## config.mk

```make
export PLATFORM = sky130hd
export DESIGN_NAME = clamp_and_minmax_stretch_rgb_core
export DESIGN_NICKNAME = d
export VERILOG_FILES = /design/src/rtl/core/cmmstr_pkg.sv /design/src/rtl/core/cmmstr_ctrl.sv /design/src/rtl/core/cmmstr_dp.sv /design/src/rtl/core/clamp_and_minmax_stretch_rgb_core.sv
export SDC_FILE = /design/constraint.sdc
export NUM_CORES = 1
export LEC_CHECK = 0
export ABC_AREA = 1
export BUFFER_PORTS_ARGS = -buffer_cell sky130_fd_sc_hd__buf_2
export CAP_MARGIN = 0
export CORE_MARGIN = 5
export CORE_UTILIZATION = 64
export CTS_CLUSTER_DIAMETER = 60
export DETAILED_ROUTE_END_ITERATION = 8
export PLACE_DENSITY = 0.8
export SETUP_SLACK_MARGIN = 0.1
export SLEW_MARGIN = 25
export SYNTH_ARGS = -nofsm -noshare
export SYNTH_HDL_FRONTEND = slang
export SYNTH_HIERARCHICAL = 1
export SYNTH_SLANG_ARGS = --single-unit
```

## constraint.sdc

```tcl
create_clock -name clk -period 10 [get_ports clk]
set_clock_uncertainty 0.2 [all_clocks]
set_input_delay 1 -clock clk [delete_from_list [all_inputs] [get_ports clk]]
set_output_delay 1 -clock clk [all_outputs]
set_load 0.005 [all_outputs]
```

## src/rtl/core/cmmstr_pkg.sv

```systemverilog
// shared types and constants for the clamp and min-max stretch core
package cmmstr_pkg;

	localparam int NUM_CH = 3;

	typedef logic [1:0] ch_idx_t;

	localparam ch_idx_t CH_BLUE  = 2'd0;
	localparam ch_idx_t CH_GREEN = 2'd1;
	localparam ch_idx_t CH_RED   = 2'd2;

	typedef enum logic [2:0] {
		REG_LOW_BLUE   = 3'd0,
		REG_LOW_GREEN  = 3'd1,
		REG_LOW_RED    = 3'd2,
		REG_HIGH_BLUE  = 3'd3,
		REG_HIGH_GREEN = 3'd4,
		REG_HIGH_RED   = 3'd5,
		REG_OUT_MIN    = 3'd6,
		REG_OUT_MAX    = 3'd7
	} reg_idx_t;

	typedef struct packed {
		logic    accept;
		logic    gather;
		logic    mul;
		logic    sum;
		logic    step;
		logic    round;
		logic    load_out;
		ch_idx_t ch;
	} dp_cmd_t;

	typedef struct packed {
		logic skip;
	} dp_status_t;

endpackage

```

## src/rtl/core/cmmstr_ctrl.sv

```systemverilog
// controller state machine: sequences multiply, sum, divide and round per channel
module cmmstr_ctrl #(
	parameter int PIXEL_BITS = 8
) (
	input  logic                   clk,
	input  logic                   arst_n,
	input  logic                   in_valid,
	output logic                   in_stall,
	input  logic                   command,
	output logic                   out_valid,
	input  logic                   out_stall,
	input  cmmstr_pkg::dp_status_t status,
	output cmmstr_pkg::dp_cmd_t    cmd
);

	localparam int DIV_STEPS = 2 * PIXEL_BITS + 1;
	localparam int CW = $clog2(DIV_STEPS);

	typedef enum logic [5:0] {
		ST_IDLE  = 6'b000001,
		ST_MUL   = 6'b000010,
		ST_SUM   = 6'b000100,
		ST_DIV   = 6'b001000,
		ST_ROUND = 6'b010000,
		ST_OUT   = 6'b100000
	} state_t;

	state_t              state_q, state_d;
	logic [CW-1:0]       cnt_q, cnt_d;
	cmmstr_pkg::ch_idx_t ch_q, ch_d;
	logic                out_valid_q;
	logic                accept;
	logic                out_free;

	assign in_stall  = (state_q != ST_IDLE);
	assign accept    = in_valid && (state_q == ST_IDLE);
	assign out_valid = out_valid_q;
	assign out_free  = !out_valid_q || !out_stall;

	always_comb begin
		state_d      = state_q;
		cnt_d        = cnt_q;
		ch_d         = ch_q;
		cmd          = '0;
		cmd.ch       = ch_q;
		cmd.accept   = accept;
		cmd.gather   = accept && !command;
		unique case (state_q)
			ST_IDLE: begin
				if (accept && command) begin
					state_d = ST_MUL;
					ch_d    = cmmstr_pkg::CH_BLUE;
				end
			end
			ST_MUL: begin
				cmd.mul = 1'b1;
				state_d = ST_SUM;
			end
			ST_SUM: begin
				cmd.sum = 1'b1;
				if (status.skip) begin
					state_d = ST_ROUND;
				end else begin
					state_d = ST_DIV;
					cnt_d   = CW'(DIV_STEPS - 1);
				end
			end
			ST_DIV: begin
				cmd.step = 1'b1;
				if (cnt_q == '0) begin
					state_d = ST_ROUND;
				end else begin
					cnt_d = cnt_q - 1'b1;
				end
			end
			ST_ROUND: begin
				cmd.round = 1'b1;
				if (ch_q == cmmstr_pkg::CH_RED) begin
					state_d = ST_OUT;
				end else begin
					ch_d    = ch_q + 1'b1;
					state_d = ST_MUL;
				end
			end
			ST_OUT: begin
				if (out_free) begin
					cmd.load_out = 1'b1;
					state_d      = ST_IDLE;
				end
			end
			default: begin
				state_d = ST_IDLE;
			end
		endcase
	end

	always_ff @(posedge clk or negedge arst_n) begin
		if (!arst_n) begin
			state_q     <= ST_IDLE;
			cnt_q       <= '0;
			ch_q        <= cmmstr_pkg::CH_BLUE;
			out_valid_q <= 1'b0;
		end else begin
			state_q     <= state_d;
			cnt_q       <= cnt_d;
			ch_q        <= ch_d;
			out_valid_q <= cmd.load_out || (out_valid_q && out_stall);
		end
	end

endmodule

```

## src/rtl/core/cmmstr_dp.sv

```systemverilog
// datapath: config registers, clamp, statistics, stretch arithmetic and output word
module cmmstr_dp #(
	parameter int PIXEL_BITS = 8
) (
	input  logic                   clk,
	input  logic                   arst_n,
	input  logic                   cfg_we,
	input  logic [2:0]             cfg_index,
	input  logic [PIXEL_BITS-1:0]  cfg_data,
	input  logic                   frame_start,
	input  logic [PIXEL_BITS-1:0]  blue_in,
	input  logic [PIXEL_BITS-1:0]  green_in,
	input  logic [PIXEL_BITS-1:0]  red_in,
	output logic [PIXEL_BITS-1:0]  blue_out,
	output logic [PIXEL_BITS-1:0]  green_out,
	output logic [PIXEL_BITS-1:0]  red_out,
	input  cmmstr_pkg::dp_cmd_t    cmd,
	output cmmstr_pkg::dp_status_t status
);

	localparam int P   = PIXEL_BITS;
	localparam int W   = 2 * P + 1;
	localparam int TW  = 2 * P + 2;
	localparam int NCH = cmmstr_pkg::NUM_CH;

	logic [P-1:0] low_q [NCH];
	logic [P-1:0] high_q [NCH];
	logic [P-1:0] omin_q, omax_q;
	logic [P-1:0] min_q [NCH];
	logic [P-1:0] max_q [NCH];
	logic [P-1:0] pix_q [NCH];
	logic [P-1:0] res_q [NCH];
	logic [P-1:0] in_pix [NCH];
	logic [P-1:0] clamp_v [NCH];
	logic [P-1:0] high_v [NCH];

	logic [P-1:0]         sel_pix, sel_min, sel_max, den;
	logic signed [P:0]    diff_c, diff_o;
	logic [2*P-1:0]       p1_s1;
	logic signed [TW-1:0] p2_s1;
	logic [P-1:0]         den_s1;
	logic                 flat_s1;
	logic signed [TW-1:0] t_sum;
	logic                 neg_q;
	logic [P-1:0]         rem_q;
	logic [W-1:0]         quo_q;
	logic [P:0]           shifted;
	logic                 ge;
	logic [P:0]           trial;
	logic [P:0]           r2;
	logic                 up;
	logic [W:0]           qr;
	logic                 sat;
	logic [P-1:0]         res_v;
	logic [P-1:0]         out_b_q, out_g_q, out_r_q;

	assign in_pix[0] = blue_in;
	assign in_pix[1] = green_in;
	assign in_pix[2] = red_in;

	// clamp to high limit, then raise to low limit
	always_comb begin
		for (int i = 0; i < NCH; i++) begin
			high_v[i]  = (in_pix[i] > high_q[i]) ? high_q[i] : in_pix[i];
			clamp_v[i] = (high_v[i] <= low_q[i]) ? low_q[i] : high_v[i];
		end
	end

	always_ff @(posedge clk or negedge arst_n) begin
		if (!arst_n) begin
			for (int i = 0; i < NCH; i++) begin
				low_q[i]  <= '0;
				high_q[i] <= '1;
			end
			omin_q <= '0;
			omax_q <= '1;
		end else if (cfg_we) begin
			unique case (cfg_index)
				cmmstr_pkg::REG_LOW_BLUE:   low_q[0]  <= cfg_data;
				cmmstr_pkg::REG_LOW_GREEN:  low_q[1]  <= cfg_data;
				cmmstr_pkg::REG_LOW_RED:    low_q[2]  <= cfg_data;
				cmmstr_pkg::REG_HIGH_BLUE:  high_q[0] <= cfg_data;
				cmmstr_pkg::REG_HIGH_GREEN: high_q[1] <= cfg_data;
				cmmstr_pkg::REG_HIGH_RED:   high_q[2] <= cfg_data;
				cmmstr_pkg::REG_OUT_MIN:    omin_q    <= cfg_data;
				cmmstr_pkg::REG_OUT_MAX:    omax_q    <= cfg_data;
				default: ;
			endcase
		end
	end

	// frame statistics
	always_ff @(posedge clk or negedge arst_n) begin
		if (!arst_n) begin
			for (int i = 0; i < NCH; i++) begin
				min_q[i] <= '1;
				max_q[i] <= '0;
			end
		end else if (cmd.gather) begin
			for (int i = 0; i < NCH; i++) begin
				if (frame_start || (clamp_v[i] < min_q[i])) begin
					min_q[i] <= clamp_v[i];
				end
				if (frame_start || (clamp_v[i] > max_q[i])) begin
					max_q[i] <= clamp_v[i];
				end
			end
		end
	end

	always_ff @(posedge clk) begin
		if (cmd.accept) begin
			for (int i = 0; i < NCH; i++) begin
				pix_q[i] <= clamp_v[i];
			end
		end
	end

	// products for the selected channel
	assign sel_pix = pix_q[cmd.ch];
	assign sel_min = min_q[cmd.ch];
	assign sel_max = max_q[cmd.ch];
	assign den     = sel_max - sel_min;
	assign diff_c  = $signed({1'b0, sel_pix}) - $signed({1'b0, sel_min});
	assign diff_o  = $signed({1'b0, omax_q}) - $signed({1'b0, omin_q});

	always_ff @(posedge clk) begin
		if (cmd.mul) begin
			p1_s1   <= {{P{1'b0}}, omin_q} * {{P{1'b0}}, den};
			p2_s1   <= TW'(diff_c) * TW'(diff_o);
			den_s1  <= den;
			flat_s1 <= (sel_max <= sel_min);
		end
	end

	assign t_sum       = $signed({2'b00, p1_s1}) + p2_s1;
	assign status.skip = flat_s1 || t_sum[TW-1];

	// restoring divider, one quotient bit per step
	assign shifted = {rem_q, quo_q[W-1]};
	assign ge      = (shifted >= {1'b0, den_s1});
	assign trial   = shifted - {1'b0, den_s1};

	always_ff @(posedge clk) begin
		if (cmd.sum) begin
			neg_q <= t_sum[TW-1];
			rem_q <= '0;
			quo_q <= t_sum[W-1:0];
		end else if (cmd.step) begin
			rem_q <= ge ? trial[P-1:0] : shifted[P-1:0];
			quo_q <= {quo_q[W-2:0], ge};
		end
	end

	// round half to even, then saturate; a flat range gives the output minimum and a negative numerator gives zero
	assign r2  = {rem_q, 1'b0};
	assign up  = (r2 > {1'b0, den_s1}) || ((r2 == {1'b0, den_s1}) && quo_q[0]);
	assign qr  = {1'b0, quo_q} + {{W{1'b0}}, up};
	assign sat = (qr[W:P] != '0);

	always_comb begin
		if (flat_s1) begin
			res_v = omin_q;
		end else if (neg_q) begin
			res_v = '0;
		end else if (sat) begin
			res_v = '1;
		end else begin
			res_v = qr[P-1:0];
		end
	end

	always_ff @(posedge clk) begin
		if (cmd.round) begin
			res_q[cmd.ch] <= res_v;
		end
	end

	always_ff @(posedge clk) begin
		if (cmd.load_out) begin
			out_b_q <= res_q[0];
			out_g_q <= res_q[1];
			out_r_q <= res_q[2];
		end
	end

	assign blue_out  = out_b_q;
	assign green_out = out_g_q;
	assign red_out   = out_r_q;

endmodule

```

## src/rtl/core/clamp_and_minmax_stretch_rgb_core.sv

```systemverilog
// top level of the clamp and min-max stretch core for bgr pixels
//
//  port group  direction  handshake             word
//  input       in         in_valid / in_stall   command, frame_start, blue_in, green_in, red_in
//  output      out        out_valid / out_stall blue_out, green_out, red_out
//  config      in         cfg_we                cfg_index, cfg_data
//
// a gather word is taken while idle and leaves the core idle, ready for the next word
// a map word takes each channel in turn through multiply, sum, divide and round; it uses the
// shared restoring divider that yields one quotient bit per cycle for each channel
// a flat range or a negative numerator skips the divider for that channel
// the finished word sits in an output register, so a stalled output holds only the
// final load; reset clears control state and statistics, no clearing pass
module clamp_and_minmax_stretch_rgb_core #(
	parameter int PIXEL_BITS = 8
) (
	input  logic                  clk,
	input  logic                  arst_n,
	input  logic                  cfg_we,
	input  logic [2:0]            cfg_index,
	input  logic [PIXEL_BITS-1:0] cfg_data,
	input  logic                  in_valid,
	output logic                  in_stall,
	input  logic                  command,
	input  logic                  frame_start,
	input  logic [PIXEL_BITS-1:0] blue_in,
	input  logic [PIXEL_BITS-1:0] green_in,
	input  logic [PIXEL_BITS-1:0] red_in,
	output logic                  out_valid,
	input  logic                  out_stall,
	output logic [PIXEL_BITS-1:0] blue_out,
	output logic [PIXEL_BITS-1:0] green_out,
	output logic [PIXEL_BITS-1:0] red_out
);

	cmmstr_pkg::dp_cmd_t    cmd;
	cmmstr_pkg::dp_status_t status;

	cmmstr_ctrl #(
		.PIXEL_BITS(PIXEL_BITS)
	) u_ctrl (
		.clk      (clk),
		.arst_n   (arst_n),
		.in_valid (in_valid),
		.in_stall (in_stall),
		.command  (command),
		.out_valid(out_valid),
		.out_stall(out_stall),
		.status   (status),
		.cmd      (cmd)
	);

	cmmstr_dp #(
		.PIXEL_BITS(PIXEL_BITS)
	) u_dp (
		.clk        (clk),
		.arst_n     (arst_n),
		.cfg_we     (cfg_we),
		.cfg_index  (cfg_index),
		.cfg_data   (cfg_data),
		.frame_start(frame_start),
		.blue_in    (blue_in),
		.green_in   (green_in),
		.red_in     (red_in),
		.blue_out   (blue_out),
		.green_out  (green_out),
		.red_out    (red_out),
		.cmd        (cmd),
		.status     (status)
	);

endmodule
```

==> results_dict.tcl <==
set metrics [dict create \
    status "complete, no violations" \
    worst_path_max_delay_cell "dfrtp_1" \
    wl_per_cell_um 16.67 \
    clockRootBuffer "clkbuf_16" \
    setup_viol 0 \
    placeableCoreArea_um2 31310 \
    synth_ff_type "edfxtp_1" \
    synthCells 2296 \
    arrival_ns 8.07 \
    dr.pass1.iters 7 \
    drive_gt1_share_pct 9.883 \
    vias 15677 \
    synthTopCellsByArea "edfxtp_1, ha_1, fa_1" \
    fp.dieW_um 187.3 \
    grt_max_degree 90 \
    port_buffers 67 \
    max_freq_mhz 125.5 \
    clk_path_buf_depth 3 \
    crit_required_ns 10.10 \
    crit_path_start_kind "flop" \
    overflow 0 \
    final.min_clock_period_ns 7.970 \
    timing.rr.end "u_dp/p2_s1[17]$_DFFE_PP_" \
    tns_ns 0 \
    hold_class "primary input to asynchronous set/reset pin" \
    routed_wl_mm 46.52 \
    syn_nets 2668 \
    die_h_um 187.3 \
    areaGrowthSynthToFinish_pct 8.560 \
    first_iter_violations 1013 \
    synth_area_per_cell_um2 8.759 \
    met3_length_mm 3.152 \
    synth_top_area_share_pct 19.86 \
    cts_setup_buffers 0 \
    ys_types 56 \
    num-nets-final 2737 \
    yosysSeqAreaShare_pct 36.69 \
    final_common_cell "nand2_1" \
    ant_nets 0 \
    reg2reg_depth 35 \
    track_usage_pct 26.52 \
    top_layer "met5" \
    place.gp.congestion 0.9639 \
    synthArstFlopShare_pct 47.19 \
    slew_violations 0 \
    final_cell_mix "nand2_1, inv_1, ha_1" \
    routedLengthMet1_mm 19.45 \
    synth_edf_count 133 \
    cts_made_buffers 29 \
    clk_pin_slew_ns 0.06 \
    rsz0062_at_grt "no" \
    drc_errors 0 \
    start_util_pct 64.23 \
    hold_viol 0 \
    min_period_over_period_pct 79.70 \
    cts_max_level 1 \
    antenna_found_initial 1 \
    path_class "flop to flop" \
    r2r-start "u_ctrl/ch_q[1]$_DFFE_PN0P_" \
    route.met2.wl_mm 22.00 \
    insertion_delay_ns 0.57 \
    grt_pass1_vias 15677 \
    max_stage_delay_ns 0.56 \
    cts_tree "yes" \
    reg2reg_slack_ns 2.03 \
    ys_ff_latch 267 \
    cts_resized 0 \
    crit_fanout 12 \
    cp-end-kind "flop" \
    ios 68 \
    die_area_um2 35070 \
    grt_pass1_wl_mm 76.48 \
    syn-cell-area_um2 20110 \
    path_common_cell "a21oi_1" \
    antenna_cells 0 \
    avgViaCountPerCell 5.619 \
    synth_warnings 6 \
    synth_top_area_cell "edfxtp_1" \
    cap_violations 0 \
    cts.sinks 267 \
    hold_buffers 0 \
    rows 65 \
    worst_pin_slew_ns 0.9400 \
    dp_hpwl_mm 36.97 \
    slew_headroom_pct 37.33 \
]
==> state kept, by name (all words and copies together), names as in the netlist, 5 cells and up <==
name and cells:
u_dp/high_q 24, u_dp/low_q 24, u_dp/max_q 24, u_dp/min_q 24, u_dp/pix_q 24, u_dp/res_q 24
u_dp/p2_s1 18, u_dp/quo_q 17, u_dp/p1_s1 16, u_dp/blue_out 8, u_dp/den_s1 8, u_dp/green_out 8
u_dp/omax_q 8, u_dp/omin_q 8, u_dp/red_out 8, u_dp/rem_q 8, u_ctrl/state_q 6, u_ctrl/cnt_q 5
==> critical path: cells and delay by family, from the launching register on <==
kind            cells  cell delay, ns
compound gates     10            1.53
buf+inv             8            0.77
xor+xnor            1            0.08
simple gates        9            1.30
flops               1            0.56
fa+ha+maj           7            3.24
==> kinds of logic after synthesis <==
logic type      share of synthesized area [%]
flops                                   36.69
fa+ha+maj                               24.71
simple gates                            16.48
xor+xnor                                2.961
compound gates                          10.56
buf+inv                                 8.598
==> cell type report <==
cell class                      instances  area, um2
Fill cell                            2420       9478
Clock buffer                           43      862.1
Timing Repair Buffer                   73      386.6
Sequential cell                       267       7378
Clock inverter                         11      83.83
Multi-Input combinational cell       1571      11030
Tap cell                              402      503.0
Inverter                              423       1588
==> cell usage after synthesis (all sizes together) (11+ instances only) <==
cell / n
inv: 416
nand2: 505
o21ai: 189
dfstp: 57
nor3: 11
edfxtp: 133
o22ai: 19
nand3: 72
xor2: 40
xnor2: 25
ha: 218
or2: 13
nand4: 18
a21oi: 106
nor2: 172
clkbuf: 27
fa: 112
dfrtp: 69
==> worst max-delay path by stage <==
stage                                     startpoint                  endpoint  cells past startpoint
final                     u_ctrl/ch_q[1]$_DFFE_PN0P_  u_dp/p2_s1[17]$_DFFE_PP_                     35
after global placement    u_ctrl/ch_q[1]$_DFFE_PN0P_  u_dp/p2_s1[17]$_DFFE_PP_                     35
after CTS                 u_ctrl/ch_q[1]$_DFFE_PN0P_  u_dp/p2_s1[17]$_DFFE_PP_                     35
after detailed placement  u_ctrl/ch_q[1]$_DFFE_PN0P_  u_dp/p2_s1[17]$_DFFE_PP_                     35
after global routing      u_ctrl/ch_q[1]$_DFFE_PN0P_  u_dp/p2_s1[17]$_DFFE_PP_                     35
after floorplan           u_ctrl/ch_q[1]$_DFFE_PN0P_  u_dp/p2_s1[17]$_DFFE_PP_                     37
==> per-layer routing <==
layer / vias to the layer above / track usage (%)
met1: 7465 / 35.39
met4: 2 / 10.18
met3: 119 / 3.751
met2: 517 / 44.35
li1: 7574 / -
met5: - / 0
==> metrics by stage <==
step                utilization, %  setup slack (ns)  instance area, um2  cells  hold slack, ns
floorplan                        -             2.759               20110   2296          0.2003
global placement             66.64             2.318               20870   2736          0.2031
detailed placement           66.67             2.079               20880   2736          0.2045
CTS                          69.69             2.058               21820   2790          0.2156
global route                 69.73             1.473               21830   2790          0.2269
finish                       69.73             2.030               21830   2790          0.2062
Power is not shown: default switching activity piles up to over one toggle a cycle in this logic, so the estimate is an artifact.
